$ cat config.mk
export PLATFORM = sky130hd
export DESIGN_NAME = mssf_ram
export DESIGN_NICKNAME = d
export VERILOG_FILES = /design/src/rtl/mssf_ram.sv
export SDC_FILE = /design/constraint.sdc
export NUM_CORES = 1
export LEC_CHECK = 0
export BUFFER_PORTS_ARGS = -buffer_cell sky130_fd_sc_hd__buf_2
export CAP_MARGIN = 15
export CORE_UTILIZATION = 29
export DETAILED_ROUTE_END_ITERATION = 8
export HOLD_SLACK_MARGIN = 0.05
export MAX_ROUTING_LAYER = met4
export RECOVER_POWER = 100
export SYNTH_ARGS = -nofsm -noshare
export SYNTH_HDL_FRONTEND = slang
export SYNTH_SLANG_ARGS = --single-unit
$ cat constraint.sdc
create_clock -name clk -period 3.3 [get_ports clk]
set_clock_uncertainty 0.05 [all_clocks]
set_input_delay 0.165 -clock clk [delete_from_list [all_inputs] [get_ports clk]]
set_output_delay 0.165 -clock clk [all_outputs]
set_load 0.02 [all_outputs]
$ cat src/rtl/mssf_ram.sv
// Generic single-port-write, one-read RAM with registered read data.
// No dependencies.
module mssf_ram #(
  parameter int WIDTH = 8,
  parameter int DEPTH = 16
) (
  input  logic                     clk,
  input  logic                     we,
  input  logic [$clog2(DEPTH)-1:0] waddr,
  input  logic [WIDTH-1:0]         wdata,
  input  logic [$clog2(DEPTH)-1:0] raddr,
  output logic [WIDTH-1:0]         rdata
);
  logic [WIDTH-1:0] mem [DEPTH];
  always_ff @(posedge clk) begin
    if (we) mem[waddr] <= wdata;
    rdata <= mem[raddr];
  end
endmodule

Word level (Yosys, flattened, before mapping)

Memory sizes are Yosys's and may differ from the RTL's. A register that Yosys moved wholly into a read port is not among the register bits.
Index checks and enable logic that the tools add are counted.

Add/sub/neg operators: 0
$mul: 0
Div/mod/pow operators: 0
Order comparisons: 0
Equal/unequal tests: 0
Shift-type cells: 0
Multiplexer cells: 2
Bitwise operators: 0
Reductions and logical operators: 0

Operators with widths:

| operator          | count |
|---|---|
| 1-bit two-way mux | 2 |

Register bits after elaboration: 0
Latch bits: 0
Bits in writable memories: 128
ROM bits: 0
Input bits: 18
Output and inout port bits: 8
Memories: 1

Memory list:

| memory | words | bits a word | read ports | clocked after Yosys merged registers in | wr ports | line | RTL |
|---|---|---|---|---|---|---|---|
| mem    | 16    | 8           | 1          | 1                                       | 1        | 14   | `logic [WIDTH-1:0] mem [DEPTH];` |

Depth between registers and ports, before layout

Gate-level depths: netlist of the first run.

Depth in word-level cells: 2
Depth in mapped cells: 5
Depth with buffers taken out: 3

Worst setup path before layout of the first run

No wires, ideal clock.

Path kind: input-to-reg
Start point: input port waddr[2]
End point: memory mem[0][0], enable pin
Setup time: 0.383 ns
Arrival: 1.275 ns
Data required time: 2.867 ns
Path slack: 1.592 ns
Stages on the path: 2
Path buffers: 0
Cell sequence: or3b_2 nor3_1

RTL lines:

| element     | line | RTL |
|---|---|---|
| from (decl) | 9    | `input logic [$clog2(DEPTH)-1:0] waddr,` |
| to (decl)   | 14   |  |

No word-level cell before the write port.

==> flow_summary.json, run 1 <==
{
  "dominant_combinational_cell_family_by_area_after_synthesis": "multiplexers",
  "yosys.area_share.simple_pct": 3.184,
  "finalWorstPathRequiredPeriod_ns": 1.918,
  "timing.critical_path.to_type": "register",
  "num_rows": 48,
  "irDropWorstVdd_v": 0.0004764,
  "grt_antenna_before_repair": 0,
  "aggregate_negative_setup_slack_ns": 0,
  "holdCritPathClass": "in2reg",
  "n_fill_cell": 1602,
  "avgSynthCellArea_um2": 22.48,
  "initialDrtViolationCount": 280,
  "post_synth_xor_area_fraction_pct": 0,
  "timing_max_transition_violations_final": 0,
  "relative_max_transition_margin_pct": 21.00,
  "pre_cts_slack_ns": 1.315,
  "worst_setup_hold_path_clk_slew_ns": 0.06,
  "firstDrtPassIters": 4,
  "ys_seq_area_share_pct": 77.78,
  "worst_skew_pair.late_latency_ns": 0.42,
  "buffer_ports.inserted": 25,
  "grt_remaining_overflow": 0,
  "synth.mux.area_fraction_pct": 15.02,
  "hold_buffers": 0,
  "synth_compound_gate_area_share_pct": 2.333,
  "share_of_layout_cells_above_drive_strength_1_pct": 19.57,
  "finalSetupViolCount": 0,
  "synthesis.area_um2": 5147,
  "yosys_warnings": 0,
  "final-hold-violation-count": 0,
  "critical_path.max_fanout": 32,
  "arrival_ns": 2.15,
  "dieArea_um2": 18290,
  "layout_worst_path_cycle_share_pct": 58.11,
  "worstPathRequired_ns": 3.53,
  "powerDensity_nw_per_um2": 672.7,
  "clock_tree_from_tritoncts": "done",
  "area.growth.synth_to_final_pct": 18.25,
  "postCtsSetupBuffers": 0,
  "antenna_cells_inserted": 0,
  "initial_core_util_pct": 29.76,
  "worst_slew_pin_slew_ns": 1.185,
  "ctsHtreeMaxLevel": 4,
  "drt.antenna.violating_nets": 0,
  "worst_slack_ns": 1.382,
  "die-width_um": 135.2,
  "via_count_of_the_first_global_routing_pass": 2391,
  "detailed_route_wl_um": 10030,
  "ctsLongestPathBuffers": 2,
  "cap_viol_max_count": 0,
  "net_count_after_synthesis": 247,
  "tritoncts.num_buffers": 17,
  "status": "finished clean",
  "root_buffer": "sky130_fd_sc_hd__clkbuf_16",
  "grt_max_degree": 33,
  "detail_route.vias_per_cell": 4.694,
  "cp-start-kind": "primary input",
  "ys_types": 19,
  "cts.repair.resized": 0,
  "routabilityCongestion": 0.6700,
  "syn-instance-count": 229,
  "setup.worst_path.class": "in2reg",
  "num_vias": 2375,
  "io-pin-count": 26,
  "synth.ff_latch_count": 136,
  "detailed_place_hpwl_um": 6104,
  "drcViolationCount": 0,
  "grt_pass1_wl_um": 14790,
  "global_route.usage.total_pct": 12.04,
  "die_h_um": 135.2,
  "floorplan.core_area_um2": 17300,
  "synth_adder_area_share_pct": 0,
  "max_freq_mhz": 521.5,
  "clock-sinks": 136,
  "leakage_power_of_the_design_nw": 1.949,
  "layout.nets": 286,
  "rsz_0062_raised_after_global_routing": "no",
  "drt-wirelength-per-cell_um": 19.82
}
-- logic make-up (layout without fill, tap and decap cells) --
| kind of cell | count (synthesis) | count (layout) |
|---|---|---|
| AOI/OAI and AO/OA | 16 | 16 |
| buffers and inverters | 10 | 62 |
| DFF | 136 | 136 |
| muxes | 32 | 32 |
| and+or+nand+nor | 35 | 35 |
-- cell usage after synthesis --
cell type	number	area (um^2)
sky130_fd_sc_hd__nand2b_1	2	12.51
sky130_fd_sc_hd__and2_1	1	6.260
sky130_fd_sc_hd__nor2b_1	1	6.260
sky130_fd_sc_hd__dfxtp_1	8	160.2
sky130_fd_sc_hd__nor2_1	13	48.80
sky130_fd_sc_hd__or3b_2	1	8.760
sky130_fd_sc_hd__and2b_1	1	7.510
sky130_fd_sc_hd__buf_2	3	15.01
sky130_fd_sc_hd__a22oi_1	16	120.1
sky130_fd_sc_hd__mux4_1	14	367.9
sky130_fd_sc_hd__edfxtp_1	128	3844
sky130_fd_sc_hd__buf_6	3	33.78
sky130_fd_sc_hd__nand3b_1	2	15.01
sky130_fd_sc_hd__nand3_1	1	5.000
sky130_fd_sc_hd__nor3_1	4	20.02
sky130_fd_sc_hd__nand2_1	9	33.78
sky130_fd_sc_hd__buf_4	1	7.510
sky130_fd_sc_hd__mux4_2	18	405.4
sky130_fd_sc_hd__clkdlybuf4s25_2	3	30.03
-- registers in the layout (all words and copies together), names as in the netlist --
| register | flops |
|---|---|
| mem | 128 |
| rdata | 8 |
-- metal layers --
metal	global-route usage (%)	part of all wire [%]	vias to the layer above	wire length, um
met2	18.32	49	69	4935
li1	-	-	1054	-
met1	15.42	45	1244	4503
met5	-	0	-	0
met3	3.330	5.0	8	502
met4	4.307	0.87	0	87
-- per-stage QoR --
stage	cell area [um^2]	std cells	power, mW	utilization (%)	hold slack (ns)
CTS	6128	506	4.136	35.43	0.07252
finish	6087	506	4.095	35.19	0.2166
floorplan	5147	229	2.088	-	0.2139
detailed placement	5505	474	2.168	31.83	0.5179
global placement	5505	474	2.161	31.83	0.5016
global route	6087	506	4.208	35.19	0.2588
-- cell usage in the layout, fill, tap and decap left out, types with 2 or more instances in the layout --
master,instances
sky130_fd_sc_hd__mux4_1,14
sky130_fd_sc_hd__clkinv_4,4
sky130_fd_sc_hd__bufinv_16,4
sky130_fd_sc_hd__nor3_1,4
sky130_fd_sc_hd__clkinv_2,2
sky130_fd_sc_hd__buf_2,6
sky130_fd_sc_hd__clkbuf_1,26
sky130_fd_sc_hd__nand2b_1,2
sky130_fd_sc_hd__mux4_2,18
sky130_fd_sc_hd__clkbuf_16,17
sky130_fd_sc_hd__edfxtp_1,128
sky130_fd_sc_hd__nor2_1,13
sky130_fd_sc_hd__a22oi_1,16
sky130_fd_sc_hd__dfxtp_1,8
sky130_fd_sc_hd__nand2_1,9
sky130_fd_sc_hd__nand3b_1,2
-- layout make-up --
type                            count  area, um^2  share of cell area [%]
Multi-Input combinational cell     83        1057                   17.37
Sequential cell                   136        4004                   65.78
Clock inverter                     11       172.7                   2.837
Timing Repair Buffer               30       121.4                   1.994
Clock buffer                       21       450.4                   7.400
Tap cell                          225       281.5                   4.625
-- where the power goes --
part           switching (mW)  internal, mW  leakage [nW]  total (mW)
sequential             0.0131          1.93          1.22        1.95
combinational           0.112        0.0644         0.424       0.176
clock                   0.687          1.29         0.301        1.97
total                   0.812          3.28          1.95        4.09
-- final timing paths --
path,slack (ns),end,startpoint,cells past startpoint
worst max register to register,1.90,rdata[5]$_DFF_P_,mem[9][5]$_DFFE_PP_,3
worst min-delay path,0.22,mem[9][0]$_DFFE_PP_,wdata[0],1
worst max-delay path,1.38,rdata[5]$_DFF_P_,raddr[0],5
worst min register to register,0.62,rdata[3]$_DFF_P_,mem[15][3]$_DFFE_PP_,3
-- worst max-delay path, cell delays in order --
cell and delay, ns:
sky130_fd_sc_hd__buf_2 0.07, sky130_fd_sc_hd__clkbuf_2 0.88, sky130_fd_sc_hd__mux4_1 0.66, sky130_fd_sc_hd__a22oi_1 0.26, sky130_fd_sc_hd__nand2_1 0.11
No activity file was read; power rests on OpenSTA's default activity.
==> inputs of run 2 (changes only) <==
==> constraint.sdc (replaced) <==
create_clock -name clk -period 1.9 [get_ports clk]
set_clock_uncertainty 0.05 [all_clocks]
set_input_delay 0.095 -clock clk [delete_from_list [all_inputs] [get_ports clk]]
set_output_delay 0.095 -clock clk [all_outputs]
set_load 0.02 [all_outputs]
==> run 2 against run 1 <==
  * Non-clock buffer count rose by 23
  * Die area did not move
  * Clock power rose by 67%
  * Worst hold slack got worse by 0.016 ns
  * Final area rose by 2.5%
==> flow_summary.json, run 2 (synthesized netlist as in run 1, its figures left out) <==
{
  "detail_route.vias_per_cell": 4.587,
  "routabilityCongestion": 0.6908,
  "pwr-share-seq_pct": 48.3,
  "path_common_cell": "sky130_fd_sc_hd__clkbuf_1",
  "setup.worst_path.class": "in2reg",
  "timing_max_transition_violations_final": 0,
  "power.switching_mw": 1.349,
  "num_rows": 48,
  "ctsHtreeMaxLevel": 4,
  "global_route.usage.total_pct": 12.24,
  "timing.critical_path.to_type": "register",
  "finalSetupViolCount": 0,
  "pwr-share-clk_pct": 47.0,
  "grt_pass1_wl_um": 15350,
  "drt-wirelength-per-cell_um": 18.83,
  "tritoncts.num_buffers": 17,
  "buffer_ports.inserted": 25,
  "worst_skew_pair.late_latency_ns": 0.41,
  "final_common_cell": "sky130_fd_sc_hd__edfxtp_1",
  "internal_power_mw": 5.646,
  "holdCritPathClass": "in2reg",
  "dieArea_um2": 18290,
  "ctsLongestPathBuffers": 2,
  "share_of_layout_cells_above_drive_strength_1_pct": 19.08,
  "met1_length_um": 4532,
  "num_vias": 2431,
  "initial_core_util_pct": 29.76,
  "regToRegEndpoint": "rdata[1]$_DFF_P_",
  "cap_viol_max_count": 0,
  "rsz_0062_raised_after_global_routing": "no",
  "status": "finished clean",
  "powerDensity_nw_per_um2": 1121,
  "met3_length_um": 495,
  "drcViolationCount": 0,
  "cp-start-kind": "primary input",
  "clock_tree_from_tritoncts": "done",
  "finalHoldWorstSlack_ns": 0.2005,
  "crit_path_cell_chain": "clkbuf_1 > or3b_2 > nor3_1 > clkbuf_1",
  "highest_layer": "met4",
  "die-width_um": 135.2,
  "layout.nets": 309,
  "max_stage_delay_ns": 0.50,
  "grt_remaining_overflow": 0,
  "die_h_um": 135.2,
  "arrival_ns": 1.41,
  "slowest_stage": "sky130_fd_sc_hd__or3b_2",
  "irDropWorstVdd_v": 0.0006458,
  "floorplan.core_area_um2": 17300,
  "root_buffer": "sky130_fd_sc_hd__clkbuf_16",
  "initialDrtViolationCount": 222,
  "postCtsSetupBuffers": 0,
  "r2r_start": "mem[9][1]$_DFFE_PP_",
  "reg.largest.list": "mem: 128 flops, rdata: 8 flops",
  "clock-sinks": 136,
  "grt_antenna_before_repair": 1,
  "comb_power_share_pct": 4.7,
  "area.growth.synth_to_final_pct": 21.27,
  "ff2ff_setup_slack_ns": 0.52,
  "worstPathRequired_ns": 1.89,
  "top_register": "mem",
  "final-hold-violation-count": 0,
  "largest_register_ff_count": 128,
  "layout_worst_path_cycle_share_pct": 74.85,
  "setup.worst_path.start": "we",
  "detailed_place_hpwl_um": 6418,
  "drt.antenna.violating_nets": 0,
  "io-pin-count": 26,
  "leakage_power_of_the_design_nw": 2.017,
  "critical_path.max_fanout": 8,
  "routed_wire_length_on_met2_um": 4874,
  "finalWorstPathRequiredPeriod_ns": 1.422,
  "grt_max_degree": 33,
  "worst_setup_hold_path_clk_slew_ns": 0.05,
  "relative_max_transition_margin_pct": 54.00,
  "via_count_of_the_first_global_routing_pass": 2565,
  "worst_slew_pin_slew_ns": 0.6875,
  "setup.worst_path.end": "mem[0][0]$_DFFE_PP_",
  "max_freq_mhz": 703.1,
  "aggregate_negative_setup_slack_ns": 0,
  "r2r_cells": 3,
  "switching_share_pct": 19.29,
  "detailed_route_wl_um": 9980,
  "most-common-layout-cells": "128 x sky130_fd_sc_hd__edfxtp_1, 38 x sky130_fd_sc_hd__clkbuf_1, 18 x sky130_fd_sc_hd__mux4_2, 17 x sky130_fd_sc_hd__clkbuf_16, 16 x sky130_fd_sc_hd__a22oi_1",
  "firstDrtPassIters": 4
}
-- run 2: cell types whose count changed in the layout (fill, tap and decap cells not counted) --
cell and change:
sky130_fd_sc_hd__buf_12 +2, sky130_fd_sc_hd__buf_4 +2, sky130_fd_sc_hd__bufinv_16 -1, sky130_fd_sc_hd__clkbuf_1 +12
sky130_fd_sc_hd__clkbuf_2 -1, sky130_fd_sc_hd__clkbuf_8 +2, sky130_fd_sc_hd__clkinv_2 +3, sky130_fd_sc_hd__clkinv_4 -4
sky130_fd_sc_hd__diode_2 +1, sky130_fd_sc_hd__dlygate4sd3_1 +8
-- run 2: how the worst min path moves through the flow --
stage	startpoint	endpoint	cells after the start
6_report	raddr[3]	rdata[3]$_DFF_P_	4
5_1_grt	raddr[2]	rdata[4]$_DFF_P_	5
4_1_cts	waddr[0]	mem[4][4]$_DFFE_PP_	3
3_5_place_dp	wdata[3]	mem[5][3]$_DFFE_PP_	1
3_3_place_gp	wdata[4]	mem[2][4]$_DFFE_PP_	1
2_1_floorplan	wdata[0]	mem[0][0]$_DFFE_PP_	0
-- run 2: timing repair --
action,CTS,global route
endpoints found under the hold margin,128,0
resized for setup,0,0
hold buffers,8,0
-- run 2: critical path, delay by kind of cell --
family / cells / cell delay [ns]
and+or+nand+nor: 2 / 0.68
buffers and inverters: 2 / 0.63
-- run 2: cell type report --
cell class / count / area [um^2]
timing repair buffer: 53 / 296.5
fill: 1622 / 11050
sequential: 136 / 4004
antenna: 1 / 2.502
clock inverter: 9 / 122.6
tap: 225 / 281.5
multi-input combinational: 83 / 1057
clock buffer: 23 / 478.0
-- run 2: stage by stage --
| step | instance area, um^2 | instances | util (%) | worst slack (ns) | total power, mW |
|---|---|---|---|---|---|
| after floorplan | 5147 | 229 | - | 0.2621 | 3.626 |
| after global placement | 5643 | 489 | 32.62 | 0.3068 | 3.766 |
| after detailed placement | 5643 | 489 | 32.62 | 0.3163 | 3.777 |
| after CTS | 6324 | 529 | 36.56 | 0.5035 | 7.079 |
| after global routing | 6242 | 530 | 36.09 | 0.4290 | 7.197 |
| final | 6242 | 530 | 36.09 | 0.4778 | 6.996 |
-- run 2: routing by layer --
metal	vias to the layer above	track usage, %
li1	1098	-
met1	1263	15.38
met2	61	18.72
met3	9	3.180
met4	0	5.243
met5	-	-
-- run 2: power groups by stage --
| stage | combinational, mW | sequential (mW) | clock [mW] |
|---|---|---|---|
| after global placement | 0.328 | 3.44 | 0 |
| after CTS | 0.352 | 3.38 | 3.35 |
| final | 0.329 | 3.38 | 3.29 |
| after global routing | 0.360 | 3.39 | 3.45 |
| after floorplan | 0.170 | 3.46 | 0 |
| after detailed placement | 0.337 | 3.44 | 0 |
==> inputs of run 3 (changes only) <==
--- a/config.mk
+++ b/config.mk
@@ -5,6 +5,7 @@
 export SDC_FILE = /design/constraint.sdc
 export NUM_CORES = 1
 export LEC_CHECK = 0
+export ABC_AREA = 1
 export BUFFER_PORTS_ARGS = -buffer_cell sky130_fd_sc_hd__buf_2
 export CAP_MARGIN = 15
 export CORE_UTILIZATION = 29
==> constraint.sdc (replaced) <==
create_clock -name clk -period 1.3 [get_ports clk]
set_clock_uncertainty 0.05 [all_clocks]
set_input_delay 0.065 -clock clk [delete_from_list [all_inputs] [get_ports clk]]
set_output_delay 0.065 -clock clk [all_outputs]
set_load 0.02 [all_outputs]
==> run 3 against run 2 <==
  * Critical path depth fell by 3
  * First-iteration DRC count rose by 29%
  * Clock-buffer cell count fell by 4
  * Wire length rose by 32%
  * Register-to-register slack got worse by 0.30 ns
  * Flip-flop and latch count did not move
  * Sequential share of layout area fell by 6.7 points
  * Sequential power rose by 46%
  * Critical path type is now reg2out
  * Highest routed layer unchanged
==> flow_summary.json, run 3 <==
{
  "status": "finished clean",
  "firstDrtPassIters": 5,
  "crit_path_cell_chain": "clkbuf_1",
  "routabilityCongestion": 0.8088,
  "final_util_pct": 35.79,
  "synthesis.area_um2": 5767,
  "max_freq_mhz": 842.9,
  "final-hold-violation-count": 0,
  "drt-wirelength-per-cell_um": 14.87,
  "clock_tree_from_tritoncts": "done",
  "ctsHtreeMaxLevel": 4,
  "antenna_cells_inserted": 0,
  "drt.antenna.violating_nets": 0,
  "synth-async-reset-ratio_pct": 0,
  "aggregate_negative_setup_slack_ns": 0,
  "grt_pass1_wl_um": 20240,
  "leakage_power_of_the_design_nw": 2.897,
  "initialDrtViolationCount": 287,
  "grt_max_degree": 45,
  "num_vias": 3794,
  "num_rows": 51,
  "root_buffer": "sky130_fd_sc_hd__clkbuf_16",
  "reg.largest.list": "mem: 128 flops, rdata: 8 flops",
  "layout_worst_path_cycle_share_pct": 91.26,
  "dieArea_um2": 20450,
  "share_of_layout_cells_above_drive_strength_1_pct": 8.052,
  "initial_core_util_pct": 29.63,
  "worst_skew_pair.late_latency_ns": 0.41,
  "yosys-top-cells-count": "173 x sky130_fd_sc_hd__nand2_1, 128 x sky130_fd_sc_hd__edfxtp_1, 100 x sky130_fd_sc_hd__inv_1, 97 x sky130_fd_sc_hd__nand3_1, 17 x sky130_fd_sc_hd__nor2_1",
  "timing_max_transition_violations_final": 0,
  "holdCritPathClass": "in2reg",
  "syn-instance-count": 551,
  "irDropWorstVdd_v": 0.0007597,
  "comb_power_share_pct": 6.4,
  "finalWorstPathRequiredPeriod_ns": 1.186,
  "ys_types": 12,
  "final_common_cell": "sky130_fd_sc_hd__nand2_1",
  "yosys_warnings": 0,
  "switching_share_pct": 21.33,
  "slowest_stage": "sky130_fd_sc_hd__dfxtp_1",
  "largest_register_ff_count": 128,
  "synthTopCellsByArea": "sky130_fd_sc_hd__edfxtp_1 67%, sky130_fd_sc_hd__nand2_1 11%, sky130_fd_sc_hd__nand3_1 8.4%",
  "detail_route.vias_per_cell": 4.282,
  "worst-path-buf-inv": 1,
  "powerDensity_nw_per_um2": 1516,
  "arrival_ns": 1.07,
  "synth_most_common_cell": "sky130_fd_sc_hd__nand2_1",
  "timing.critical_path.to_type": "output pin",
  "rsz_0062_raised_after_global_routing": "no",
  "cap_viol_max_count": 0,
  "worst_setup_hold_path_clk_slew_ns": 0.06,
  "max_stage_delay_ns": 0.39,
  "ys_seq_area_share_pct": 69.43,
  "avgSynthCellArea_um2": 10.47,
  "die_h_um": 143.0,
  "postCtsSetupBuffers": 0,
  "power.switching_mw": 2.252,
  "path_delay_family": "flip-flops",
  "synth_edf_count": 128,
  "grt_remaining_overflow": 0,
  "finalHoldWorstSlack_ns": 0.1428,
  "global_route.usage.total_pct": 14.35,
  "top_register": "mem",
  "clock-sinks": 136,
  "tritoncts.num_buffers": 17,
  "relative_max_transition_margin_pct": 39.45,
  "area_share_of_the_largest_cell_type_after_synthesis_pct": 66.65,
  "floorplan.core_area_um2": 19460,
  "pwr-share-clk_pct": 46.8,
  "detailed_place_hpwl_um": 8408,
  "via_count_of_the_first_global_routing_pass": 3625,
  "cp-start-kind": "register",
  "pwr-share-seq_pct": 46.8,
  "cts.repair.resized": 0,
  "layout.nets": 626,
  "n_fill_cell": 1925,
  "area.growth.synth_to_final_pct": 20.79,
  "yosys.area.top_type": "sky130_fd_sc_hd__edfxtp_1",
  "detailed_route_wl_um": 13180,
  "setup.worst_path.class": "reg2out",
  "ctsLongestPathBuffers": 2,
  "drcViolationCount": 0,
  "grt_antenna_before_repair": 0,
  "synth.ff_latch_count": 136,
  "buffer_ports.inserted": 25,
  "net_count_after_synthesis": 569,
  "worst_slew_pin_slew_ns": 0.9083,
  "finalSetupViolCount": 0,
  "dominantRegCellSynth": "sky130_fd_sc_hd__edfxtp_1",
  "most-common-layout-cells": "173 x sky130_fd_sc_hd__nand2_1, 128 x sky130_fd_sc_hd__edfxtp_1, 100 x sky130_fd_sc_hd__inv_1, 97 x sky130_fd_sc_hd__nand3_1, 37 x sky130_fd_sc_hd__clkbuf_1",
  "hold_buffers": 8,
  "worstPathRequired_ns": 1.19,
  "die-width_um": 143.0,
  "critical_path.max_fanout": 1,
  "io-pin-count": 26,
  "internal_power_mw": 8.306
}
## run 3: changes by cell type in the layout (fill, tap and decap cells not counted), moves of 14 or more
cell	previous run	this run
sky130_fd_sc_hd__mux4_1	14	0
sky130_fd_sc_hd__nand3_1	1	97
sky130_fd_sc_hd__mux4_2	18	0
sky130_fd_sc_hd__a22oi_1	16	0
sky130_fd_sc_hd__nand2_1	9	173
sky130_fd_sc_hd__inv_1	0	100
## run 3: routing by layer
layer / up-vias / global-route usage [%] / routed length [um]
met1: 1756 / 18.39 / 5689
met5: - / - / 0
met2: 130 / 21.72 / 6246
li1: 1884 / - / -
met3: 24 / 2.750 / 896
met4: 0 / 7.131 / 346
## run 3: path summary, 6_finish.rpt
path	start	end	slack (ns)	cells after the start
worst min register to register	mem[7][2]$_DFFE_PP_	rdata[2]$_DFF_P_	0.62	6
worst max register to register	mem[3][7]$_DFFE_PP_	rdata[7]$_DFF_P_	0.22	6
worst max-delay path	rdata[3]$_DFF_P_	rdata[3]	0.11	1
worst min-delay path	waddr[0]	mem[7][1]$_DFFE_PP_	0.14	3
## run 3: logic make-up after synthesis
| kind of cell | share of synthesized area [%] |
|---|---|
| and+or+nand+nor | 21.05 |
| DFF | 69.43 |
| buffers and inverters | 9.525 |
## run 3: power by group through the flow
stage          Clock (mW)  Sequential (mW)  Combinational (mW)
6_report             4.94             4.94               0.677
2_1_floorplan           0             5.05               0.346
5_1_grt              5.18             4.95               0.752
4_1_cts              5.02             4.94               0.705
3_5_place_dp            0             5.03               0.683
3_3_place_gp            0             5.03               0.677
## run 3: layout make-up
cell class                      count  area (um^2)  share of cell area [%]
Clock buffer                       19        432.9                   6.215
Clock inverter                     13        178.9                   2.569
Inverter                          102        382.9                   5.497
Multi-Input combinational cell    289         1214                   17.42
Sequential cell                   136         4004                   57.48
Tap cell                          265        331.6                   4.760
Timing Repair Buffer               62        421.7                   6.054
## run 3: metrics by stage
| stage | cells | worst slack [ns] | power, mW | cell area [um^2] |
|---|---|---|---|---|
| 2_1_floorplan | 551 | 0.2342 | 5.398 | 5767 |
| 4_1_cts | 886 | 0.1670 | 10.66 | 7054 |
| 6_report | 886 | 0.1137 | 10.56 | 6965 |
| 3_5_place_dp | 846 | 0.08152 | 5.715 | 6362 |
| 5_1_grt | 886 | 0.06756 | 10.88 | 6965 |
| 3_3_place_gp | 846 | 0.07445 | 5.708 | 6362 |
